### src/rtl/rwl_pkg.sv
// ----------------------------------------------------------------------------
// rwl_pkg
// shared types, constants and helpers of the fifo reader-writer lock manager
// ----------------------------------------------------------------------------
package rwl_pkg;

	localparam int QUEUE_DEPTH = 16;
	localparam int MAX_READERS = 255;
	localparam int MAX_RESULTS = 17;

	localparam int ID_W    = 8;
	localparam int IDX_W   = $clog2(QUEUE_DEPTH);
	localparam int CNT_W   = $clog2(QUEUE_DEPTH + 1);
	localparam int RD_W    = $clog2(MAX_READERS + 1);
	localparam int GRANT_W = $clog2(MAX_RESULTS);

	// request codes
	localparam logic [1:0] MODE_READ   = 2'd0;
	localparam logic [1:0] MODE_WRITE  = 2'd1;
	localparam logic [1:0] MODE_UNLOCK = 2'd2;
	localparam logic [1:0] MODE_NONE   = 2'd3;

	typedef enum logic [2:0] {
		ST_GRANTED      = 3'd0,
		ST_QUEUED       = 3'd1,
		ST_RELEASED     = 3'd2,
		ST_WAITER       = 3'd3,
		ST_UNLOCK_FREE  = 3'd4,
		ST_WRONG_WRITER = 3'd5,
		ST_QUEUE_FULL   = 3'd6,
		ST_READERS_FULL = 3'd7
	} status_t;

	typedef enum logic [1:0] {
		LK_FREE  = 2'd0,
		LK_READ  = 2'd1,
		LK_WRITE = 2'd2
	} lock_t;

	typedef logic [IDX_W-1:0] ptr_t;

	// one waiter as held in the queue memory
	typedef struct packed {
		logic            is_write;
		logic [ID_W-1:0] id;
	} entry_t;

	typedef struct packed {
		logic   we;
		ptr_t   waddr;
		entry_t wdata;
		ptr_t   raddr;
	} ram_req_t;

	function automatic ptr_t ring_next(input ptr_t idx);
		ptr_t nxt;
		nxt = (idx == IDX_W'(QUEUE_DEPTH - 1)) ? '0 : idx + 1'b1;
		return nxt;
	endfunction

endpackage

### src/rtl/fifo_reader_writer_lock.sv
// ----------------------------------------------------------------------------
// fifo_reader_writer_lock
// fair reader-writer lock manager with a fifo of waiters kept in a ram
// ----------------------------------------------------------------------------
// a lock request or an unlock that wakes nobody gives its word in the cycle
//   after acceptance and busy stays low, so one request per cycle
// an unlock that frees the lock with k waiters granted gives k+1 words, the
//   first from the drain state that the unlock registers, then one per cycle,
//   paced by the registered read of the waiter ram
// reset: lock free, no readers, queue empty; waiter ram is not cleared
module fifo_reader_writer_lock (
	input  logic                    clk,
	input  logic                    arst_n,
	input  logic                    start,
	output logic                    busy,
	input  logic [1:0]              mode,
	input  logic [rwl_pkg::ID_W-1:0] requester_id,
	output logic                    result_valid,
	output logic [2:0]              status,
	output logic [rwl_pkg::ID_W-1:0] agent_id,
	output logic                    write_grant,
	output logic                    last
);
	import rwl_pkg::*;

	ram_req_t ram_req;
	entry_t   ram_rdata;

	rwl_ctrl u_ctrl (
		.clk          (clk),
		.arst_n       (arst_n),
		.start        (start),
		.mode         (mode),
		.requester_id (requester_id),
		.busy         (busy),
		.result_valid (result_valid),
		.status       (status),
		.agent_id     (agent_id),
		.write_grant  (write_grant),
		.last         (last),
		.ram_req      (ram_req),
		.ram_rdata    (ram_rdata)
	);

	rwl_ram #(
		.WIDTH ($bits(entry_t)),
		.DEPTH (QUEUE_DEPTH)
	) u_waiters (
		.clk   (clk),
		.we    (ram_req.we),
		.waddr (ram_req.waddr),
		.wdata (ram_req.wdata),
		.raddr (ram_req.raddr),
		.rdata (ram_rdata)
	);

endmodule

### src/rtl/rwl_ram.sv
// ----------------------------------------------------------------------------
// rwl_ram
// generic single write port, single read port ram with registered read data
// ----------------------------------------------------------------------------
module rwl_ram #(
	parameter int WIDTH = 8,
	parameter int DEPTH = 16
) (
	input  logic                     clk,
	input  logic                     we,
	input  logic [$clog2(DEPTH)-1:0] waddr,
	input  logic [WIDTH-1:0]         wdata,
	input  logic [$clog2(DEPTH)-1:0] raddr,
	output logic [WIDTH-1:0]         rdata
);

	logic [WIDTH-1:0] mem [DEPTH];

	always_ff @(posedge clk) begin
		if (we) begin
			mem[waddr] <= wdata;
		end
		rdata <= mem[raddr];
	end

endmodule

### src/rtl/rwl_ctrl.sv
// ----------------------------------------------------------------------------
// rwl_ctrl
// lock state, queue pointers and the grant sequencer of the lock manager
// ----------------------------------------------------------------------------
module rwl_ctrl (
	input  logic                    clk,
	input  logic                    arst_n,
	input  logic                    start,
	input  logic [1:0]              mode,
	input  logic [rwl_pkg::ID_W-1:0] requester_id,
	output logic                    busy,
	output logic                    result_valid,
	output logic [2:0]              status,
	output logic [rwl_pkg::ID_W-1:0] agent_id,
	output logic                    write_grant,
	output logic                    last,
	output rwl_pkg::ram_req_t       ram_req,
	input  rwl_pkg::entry_t         ram_rdata
);
	import rwl_pkg::*;

	typedef enum logic {
		S_IDLE,
		S_DRAIN
	} state_t;

	state_t            state_q;
	lock_t             lock_q;
	logic [RD_W-1:0]   readers_q;
	logic [ID_W-1:0]   owner_q;
	ptr_t              head_q;
	ptr_t              tail_q;
	logic [CNT_W-1:0]  count_q;
	logic [GRANT_W-1:0] grants_q;
	logic              wr_done_q;

	// result waiting to go out while the next waiter is looked at
	status_t           held_st_q;
	logic [ID_W-1:0]   held_id_q;
	logic              held_wr_q;

	logic              valid_q;
	status_t           st_q;
	logic [ID_W-1:0]   id_q;
	logic              wr_q;
	logic              last_q;

	logic              accept;
	logic              must_wait;
	logic              q_full;
	logic              enq_ok;
	logic              can_grant;
	logic [RD_W-1:0]   readers_dec;

	assign accept      = start && (state_q == S_IDLE);
	assign q_full      = (count_q >= CNT_W'(QUEUE_DEPTH));
	assign readers_dec = (readers_q != '0) ? readers_q - 1'b1 : '0;

	always_comb begin
		must_wait = 1'b0;
		case (mode)
			MODE_READ:  must_wait = !(lock_q == LK_FREE) &&
				!(lock_q == LK_READ && count_q == '0);
			MODE_WRITE: must_wait = (lock_q != LK_FREE);
			default:    must_wait = 1'b0;
		endcase
	end

	assign enq_ok = accept && must_wait && !q_full;

	// head waiter may be granted: a writer only once the readers are gone
	assign can_grant = (count_q != '0) && (grants_q < GRANT_W'(MAX_RESULTS - 1)) &&
		!wr_done_q &&
		(ram_rdata.is_write ? (lock_q != LK_READ) : (readers_q < RD_W'(MAX_READERS)));

	always_comb begin
		ram_req.we             = enq_ok;
		ram_req.waddr          = tail_q;
		ram_req.wdata.is_write = (mode == MODE_WRITE);
		ram_req.wdata.id       = requester_id;
		ram_req.raddr          = (state_q == S_DRAIN) ? ring_next(head_q) : head_q;
	end

	always_ff @(posedge clk or negedge arst_n) begin
		if (!arst_n) begin
			state_q   <= S_IDLE;
			lock_q    <= LK_FREE;
			readers_q <= '0;
			owner_q   <= '0;
			head_q    <= '0;
			tail_q    <= '0;
			count_q   <= '0;
			grants_q  <= '0;
			wr_done_q <= 1'b0;
			held_st_q <= ST_GRANTED;
			held_id_q <= '0;
			held_wr_q <= 1'b0;
			valid_q   <= 1'b0;
			st_q      <= ST_GRANTED;
			id_q      <= '0;
			wr_q      <= 1'b0;
			last_q    <= 1'b0;
		end else begin
			unique case (state_q)
				S_IDLE: begin
					valid_q <= 1'b0;
					id_q    <= requester_id;
					wr_q    <= 1'b0;
					last_q  <= 1'b1;
					if (accept && mode != MODE_NONE) begin
						valid_q <= 1'b1;
						if (must_wait) begin
							if (q_full) begin
								st_q <= ST_QUEUE_FULL;
							end else begin
								st_q    <= ST_QUEUED;
								wr_q    <= (mode == MODE_WRITE);
								tail_q  <= ring_next(tail_q);
								count_q <= count_q + 1'b1;
							end
						end else begin
							unique case (mode)
								MODE_READ: begin
									if (lock_q == LK_FREE) begin
										lock_q    <= LK_READ;
										readers_q <= RD_W'(1);
										st_q      <= ST_GRANTED;
									end else if (readers_q >= RD_W'(MAX_READERS)) begin
										st_q <= ST_READERS_FULL;
									end else begin
										readers_q <= readers_q + 1'b1;
										st_q      <= ST_GRANTED;
									end
								end
								MODE_WRITE: begin
									lock_q  <= LK_WRITE;
									owner_q <= requester_id;
									st_q    <= ST_GRANTED;
									wr_q    <= 1'b1;
								end
								default: begin
									// unlock
									st_q <= ST_RELEASED;
									if (lock_q == LK_FREE) begin
										st_q <= ST_UNLOCK_FREE;
									end else if (lock_q == LK_WRITE &&
										requester_id != owner_q) begin
										st_q <= ST_WRONG_WRITER;
									end else if (lock_q == LK_WRITE || readers_dec == '0) begin
										lock_q    <= LK_FREE;
										owner_q   <= '0;
										readers_q <= '0;
										// at least one waiter is always grantable
										if (count_q != '0) begin
											valid_q   <= 1'b0;
											held_st_q <= ST_RELEASED;
											held_id_q <= requester_id;
											held_wr_q <= 1'b0;
											grants_q  <= '0;
											wr_done_q <= 1'b0;
											state_q   <= S_DRAIN;
										end
									end else begin
										readers_q <= readers_dec;
									end
								end
							endcase
						end
					end
				end
				S_DRAIN: begin
					valid_q <= 1'b1;
					st_q    <= held_st_q;
					id_q    <= held_id_q;
					wr_q    <= held_wr_q;
					last_q  <= !can_grant;
					if (can_grant) begin
						held_st_q <= ST_WAITER;
						held_id_q <= ram_rdata.id;
						held_wr_q <= ram_rdata.is_write;
						head_q    <= ring_next(head_q);
						count_q   <= count_q - 1'b1;
						grants_q  <= grants_q + 1'b1;
						if (ram_rdata.is_write) begin
							lock_q    <= LK_WRITE;
							owner_q   <= ram_rdata.id;
							wr_done_q <= 1'b1;
						end else begin
							lock_q    <= LK_READ;
							readers_q <= readers_q + 1'b1;
						end
					end else begin
						state_q <= S_IDLE;
					end
				end
				default: state_q <= S_IDLE;
			endcase
		end
	end

	assign busy         = (state_q != S_IDLE);
	assign result_valid = valid_q;
	assign status       = st_q;
	assign agent_id     = id_q;
	assign write_grant  = wr_q;
	assign last         = last_q;

endmodule

### config.mk
export PLATFORM = sky130hd
export DESIGN_NAME = fifo_reader_writer_lock
export DESIGN_NICKNAME = d
export VERILOG_FILES = /design/src/rtl/rwl_pkg.sv /design/src/rtl/fifo_reader_writer_lock.sv /design/src/rtl/rwl_ram.sv /design/src/rtl/rwl_ctrl.sv
export SDC_FILE = /design/constraint.sdc
export NUM_CORES = 1
export LEC_CHECK = 0
export ABC_CLOCK_PERIOD_IN_PS = 5000
export BUFFER_PORTS_ARGS = -buffer_cell sky130_fd_sc_hd__buf_2
export CORE_MARGIN = 2
export CORE_UTILIZATION = 50
export CTS_CLUSTER_DIAMETER = 200
export DETAILED_ROUTE_END_ITERATION = 10
export GPL_ROUTABILITY_DRIVEN = 0
export HOLD_SLACK_MARGIN = 0.1
export PLACE_DENSITY_LB_ADDON = 0.05
export REMOVE_ABC_BUFFERS = 1
export SYNTH_ARGS = -nofsm -noshare
export SYNTH_HDL_FRONTEND = slang
export SYNTH_SLANG_ARGS = --single-unit
export TNS_END_PERCENT = 100
### constraint.sdc
create_clock -name clk -period 5 [get_ports clk]
set_input_delay 0.5 -clock clk [delete_from_list [all_inputs] [get_ports clk]]
set_output_delay 0.5 -clock clk [all_outputs]
set_load 0.01 [all_outputs]
After elaboration in Yosys (flattened, before gate mapping)

Memories as Yosys holds them, arrays and structs flattened. A register that Yosys moved wholly into a read port is not among the register bits.
Cells that the tools add are included.
Widths: inputs -> output; s select.

Add/subtract/negate cells: 7
Order comparisons: 4
Eq/ne operators: 32
Mux-type cells: 115
Bitwise operators: 2
Reductions and logical operators: 32

Operators with widths:

| operator            | number |
|---|---|
| $mux 8              | 25 |
| $pmux 8 s2          | 6 |
| $mux 5              | 12 |
| $mux 3              | 15 |
| $mux 1              | 32 |
| $ne 2x2->1 const B  | 13 |
| $reduce_and 8->1    | 3 |
| $pmux 5 s2          | 2 |
| $pmux 3 s2          | 3 |
| $mux 2              | 8 |
| $pmux 1 s2          | 7 |
| $mux 4              | 3 |
| $ne 4x3->1 const B  | 3 |
| $add 5x1->5 const B | 2 |
| $logic_and 1x1->1   | 10 |
| $ne 3x2->1 const B  | 3 |
| $ne 3x3->1 const B  | 3 |
| $reduce_and 9->1    | 1 |
| $add 4x1->4 const B | 2 |
| $add 8x1->8 const B | 1 |
| $eq 4x4->1 const B  | 2 |
| $ge 8x8->1 const B  | 1 |
| $logic_not 8->1     | 1 |
| $lt 8x8->1 const B  | 1 |
| other kinds (22)    | 33 |

Bits in registers: 64
Bits in writable memories: 144
Bits of input ports: 13
Output and inout bits: 15
Logic and storage cells: 210
Memories kept: 1

Memory list:

| name          | depth | bits a word | rd ports | clocked after Yosys merged registers in | write ports | line          | text |
|---|---|---|---|---|---|---|---|
| u_waiters.mem | 16    | 9           | 1        | 1                                       | 1           | rwl_ram.sv:17 | `logic [WIDTH-1:0] mem [DEPTH];` |

Depth between registers and ports, before layout

Word-level depth: 11
Gate-level depth with buffers: 9

By module

From an unflattened synthesis, not the netlist that was laid out.

Cells, all modules: 660
Area total of the unflattened synthesis: 9,549.2 um^2

By module, submodules not included:

| module   | times used | cells an instance | area an instance (um^2) | seq. area each (um^2) |
|---|---|---|---|---|
| rwl_ram  | 1          | 254               | 5,780.5                 | 4,504.3 |
| rwl_ctrl | 1          | 406               | 3,768.6                 | 1,576.5 |

Least setup slack after synthesis

No wires, ideal clock.

Kind: reg2reg
From: reg u_ctrl.readers_q[3]
To: reg u_ctrl.held_id_q[2]
Library setup time: 0.125 ns
Arrival: 2.501 ns
Setup slack: 2.373 ns
Stages on the path, launching flop included: 9
Path buffers: 2
Clock period less this slack: 2.627 ns
Cells stage by stage: dfrtp_1 -> buf_6 -> or4_4 -> nor4_4 -> mux2i_2 -> nand2_2 -> o31a_4 -> buf_6 -> mux2_4

Longest elaborated chain between the ends: 6
Elaborated cells between the ends (all ways): 11
Classes of those cells: add/sub (1); order compare (1); eq/ne (2); mux (2); reduce/logical (5)

Ends and longest elaborated chain:

| what                                             | line            | text |
|---|---|---|
| start: declaration                               | rwl_ctrl.sv:29  | `logic [RD_W-1:0] readers_q;` |
| start signal: assignment                         | rwl_ctrl.sv:131 | `readers_q <= readers_q + 1'b1;` |
| start signal: assignment                         | rwl_ctrl.sv:164 | `readers_q <= readers_dec;` |
| start signal: assignment                         | rwl_ctrl.sv:190 | `readers_q <= readers_q + 1'b1;` |
| $sub 8x1->8 or $reduce_bool 8->1 (tied branches) | rwl_ctrl.sv:57  | `assign readers_dec = (readers_q != '0) ? readers_q - 1'b1 : '0;` |
| $mux 8                                           | rwl_ctrl.sv:57  |  |
| $logic_not 8->1                                  | rwl_ctrl.sv:149 | `end else if (lock_q == LK_WRITE \|\| readers_dec == '0) begin` |
| $logic_or 1x1->1                                 | rwl_ctrl.sv:149 |  |
| $ne 2x2->1 (no line)                             | -               |  |
| $reduce_and 8->1 (no line) (*)                   | -               |  |
| end signal: assignment                           | rwl_ctrl.sv:157 | `held_id_q <= requester_id;` |
| end signal: assignment                           | rwl_ctrl.sv:179 | `held_id_q <= ram_rdata.id;` |
| end: declaration                                 | rwl_ctrl.sv:39  | `logic [ID_W-1:0] held_id_q;` |

Every way passes the cells marked *; elsewhere a longest branch is shown, timed or not.
A chain may end at the register's enable or synchronous reset.

Worst setup path in the final report

From: reg u_ctrl.state_q (netlist: u_ctrl.busy)
To: mem u_waiters.mem[9][7] in the netlist's numbering, enable pin

Longest elaborated chain between the ends: 6

Ends and longest elaborated chain:

| what                            | line            | text |
|---|---|---|
| start: declaration              | rwl_ctrl.sv:27  | `state_t state_q;` |
| start signal: assignment        | rwl_ctrl.sv:86  | `state_q <= S_IDLE;` |
| start signal: assignment        | rwl_ctrl.sv:161 | `state_q <= S_DRAIN;` |
| start signal: assignment        | rwl_ctrl.sv:193 | `state_q <= S_IDLE;` |
| $not 1->1                       | rwl_ctrl.sv:55  | `assign accept = start && (state_q == S_IDLE);` |
| $logic_and 1x1->1               | rwl_ctrl.sv:55  |  |
| $logic_and 1x1->1 (2 in series) | rwl_ctrl.sv:69  | `assign enq_ok = accept && must_wait && !q_full;` |
| $mux 1                          | rwl_ram.sv:20   | `if (we) begin` |
| $mux 1 (implied by the code)    | rwl_ram.sv:21   | `mem[waddr] <= wdata;` |
| end: declaration                | rwl_ram.sv:17   |  |

Every way passes these cells.

==> flow_summary.ini <==
[status]
status = finished clean

[worst_setup_path]
worstSetupEndpointType = flip-flop
crit_path_max_incr_delay_ps = 730
crit_buf_inv = 2
path_class = reg -> reg
critPathSlowestCell = nor2_1
cp_max_fo = 32
setup.worst_path.start = u_ctrl.busy$_DFF_PN0_
critPathCapture = u_waiters.mem[9][7]$_DFFE_PP_
startpoint_type = flip-flop
crit_family = simple AND/OR/NAND/NOR gates
cp_data_required_time_ps = 5130
r2r_cells = 6
r2r_setup_slack_ps = 1660
crit_cells = 6
path_cells = buf_4, inv_2, nand2_1, nor3_1, nand3b_1, nor2_1
cp_data_arrival_time_ps = 3470
worstReg2RegStart = u_ctrl.busy$_DFF_PN0_
rr_endpoint = u_waiters.mem[9][7]$_DFFE_PP_

[cells_and_area]
regArea_um2 = 6080
finish.utilization_pct = 57.2
fillCellCount = 1476
multi_input_area_um2 = 3270
drive_gt1_share_pct = 19.7
stdcell_area_um2 = 10700
nNetsFinal = 721
area_growth_pct = 12.0

[die]
start_util_pct = 51.1
rows = 50
die_w_um = 142
dieArea_um2 = 20200
fp.dieH_um = 142
coreArea_um2 = 18700
io_pins = 28

[cts]
cts-resized-gates = 0
ctsLongestPathBuffers = 3
hold_buffers = 0
clkTransAtPathRegs_ps = 60
cts_buffers = 24
clk_latency_ps = 520
htreeDepth = 1
cts-root-buf = clkbuf_16
post_cts_buffers = 0
cts_tree = built
cts_sinks = 216

[yosys]
yosysTopAreaCellShare_pct = 45.3
yosysWarnings = 0
ys_seq_area_share_pct = 63.7
synth_cell_types = 71
synth_area_um2 = 9550
synthArstFlopShare_pct = 29.2
ys_ff_latch = 216
synthCells = 660
synth_top_area_cell = edfxtp_1
ys.flop_type = edfxtp_1
synth_area_leaders = edfxtp_1 (45%), dfrtp_1 (17%), mux4_2 (8.5%)
synth_edf_count = 144
syn_avg_cell_area_um2 = 14.5

[power_and_ir_drop]
p_leak_uw = 0.00419
cellPowerDensity_nw_per_um2 = 464
cell_internal_pwr_uw = 3580
clkPwrFrac_pct = 34.7
swShare_pct = 27.9
combPwrFrac_pct = 20.8
seqPwrFrac_pct = 44.5
switchingPower_uw = 1390
ir_drop_mv = 0.336

[global_routing]
grt_use_total_pct = 21.0
antenna_found_initial = 0
gr-usage-met1_pct = 32.4
grt_busiest_layer = met1
grt-ovfl-total = 0
gr-usage-met3_pct = 2.86
grt_pass1_wl_um = 32100
grt_start_max_net_pins = 64
grt_use_met2_pct = 32.1
first_global_vias = 5573

[min_path]
hold_path_class = in -> async

[flow_run]
max-cap-violations = 0

[detailed_routing]
via_per_inst = 5.81
drt_iter0_markers = 381
drtPass1Iterations = 5
post_drt_wl_per_cell_um = 21.3
ant_nets = 0
dr_total_vias = 5497
drc_errors = 0
routed_wl_um = 20200

[placement]
port_buffers = 27
dpl.hpwl_um = 13200
placed_area_um2 = 9920

[sta]
tightest_slew_ps = 883
min_period_over_period_pct = 66.8
max_freq_ghz = 0.299
setup_viol = 0
rsz0062_at_grt = false
clock_skew_ps = 18.2
timing.hold.ws_ps = 144
relSlewSlack_pct = 40.9
hold_violations = 0
setup_tns_ps = 0
slew_viol_final = 0
fin_crit_ps = 3340
## cells in the mapped netlist (all sizes together) (13+ instances only)
cell type  count
dfrtp         63
nor2          27
mux2i         15
xor2          13
ha            14
mux4          36
a211oi        16
inv           20
mux2          20
o21ai         24
nor2b         14
nand2         84
buf           17
a21oi         22
edfxtp       144
## power groups by stage
stage               clock network, µW  registers (µW)  logic, µW
floorplan                           0            2220        763
detailed placement                  0            2240       1030
CTS                              1760            2210       1040
finish                           1720            2210       1030
global route                     1830            2230       1150
global placement                    0            2240       1010
## cell usage in the layout, fill, tap and decap left out, types with 9 or more instances in the layout
master / synthesis / routed
a211oi_1: 15 / 15
a21oi_1: 20 / 20
and2_1: 11 / 11
and3_1: 9 / 9
buf_2: 5 / 27
buf_4: 2 / 9
clkbuf_16: 0 / 24
dfrtp_1: 63 / 63
dfxtp_1: 9 / 9
edfxtp_1: 144 / 144
ha_1: 14 / 14
inv_1: 17 / 17
mux2_4: 13 / 13
mux2i_1: 14 / 13
mux4_2: 36 / 36
nand2_1: 83 / 83
nand3_1: 9 / 9
nor2_1: 27 / 27
nor2b_1: 14 / 14
nor3_1: 10 / 10
o21ai_0: 12 / 12
o21ai_1: 12 / 12
xor2_1: 13 / 12
## worst min path at each step
stage	startpoint	end	slack, ps
6_report	arst_n	u_ctrl.readers_q[6]$_DFFE_PN0P_	140
3_5_place_dp	u_ctrl.held_wr_q$_DFFE_PN0P_	u_ctrl.held_wr_q$_DFFE_PN0P_	470
5_1_grt	arst_n	u_ctrl.owner_q[3]$_DFFE_PN0P_	220
2_1_floorplan	arst_n	u_ctrl.agent_id[0]$_DFF_PN0_	200
4_1_cts	arst_n	u_ctrl.owner_q[3]$_DFFE_PN0P_	190
3_3_place_gp	u_ctrl.held_wr_q$_DFFE_PN0P_	u_ctrl.held_wr_q$_DFFE_PN0P_	460
## area by class of cell
class,instances,area share (%)
clock inverters,14,1.44
repair buffers,36,1.89
diodes,1,0.0234
flip-flops and latches,216,56.8
clock buffers,30,5.82
inverters,20,0.702
well taps,234,2.74
multi-input cells,395,30.6
## routing by layer
metal  part of all wire [%]  up-vias
li1                       -     2560
met4                    1.7        0
met3                    4.3       25
met2                     46      128
met5                      0        -
met1                     48     2784
## cells by family (layout without fill, tap and decap cells)
group	count (synthesis)	in the layout	share of synthesized area [%]
XOR/XNOR	19	19	1.82
flip-flops	216	216	63.7
adder cells (fa/ha/maj)	15	15	2.04
AND/OR/NAND/NOR	189	189	9.62
AO/OA/AOI/OAI	101	101	7.34
buffers and inverters	49	100	2.54
other	0	1	0
multiplexers	71	71	13.0
## registers in the layout, summed over array words and instances (netlist names)
signal,flops
u_ctrl.agent_id,8
u_ctrl.busy,1
u_waiters.rdata,9
u_ctrl.grants_q,5
u_ctrl.owner_q,8
u_ctrl.tail_q,4
u_ctrl.head_q,4
u_ctrl.held_st_q,2
u_ctrl.count_q,5
u_ctrl.readers_q,8
u_ctrl.wr_done_q,1
u_ctrl.result_valid,1
u_ctrl.last,1
u_ctrl.write_grant,1
u_waiters.mem,144
u_ctrl.held_wr_q,1
u_ctrl.lock_q,2
u_ctrl.held_id_q,8
u_ctrl.status,3
## stage by stage
| stage | power (µW) | std cells | setup slack, ps |
|---|---|---|---|
| 2_1_floorplan | 2980 | 631 | 1060 |
| 3_3_place_gp | 3250 | 901 | 1830 |
| 3_5_place_dp | 3280 | 901 | 1690 |
| 4_1_cts | 5010 | 945 | 1670 |
| 5_1_grt | 5210 | 945 | 1410 |
| 6_report | 4960 | 946 | 1660 |
Note: power is estimated with default switching activity, not from simulation.
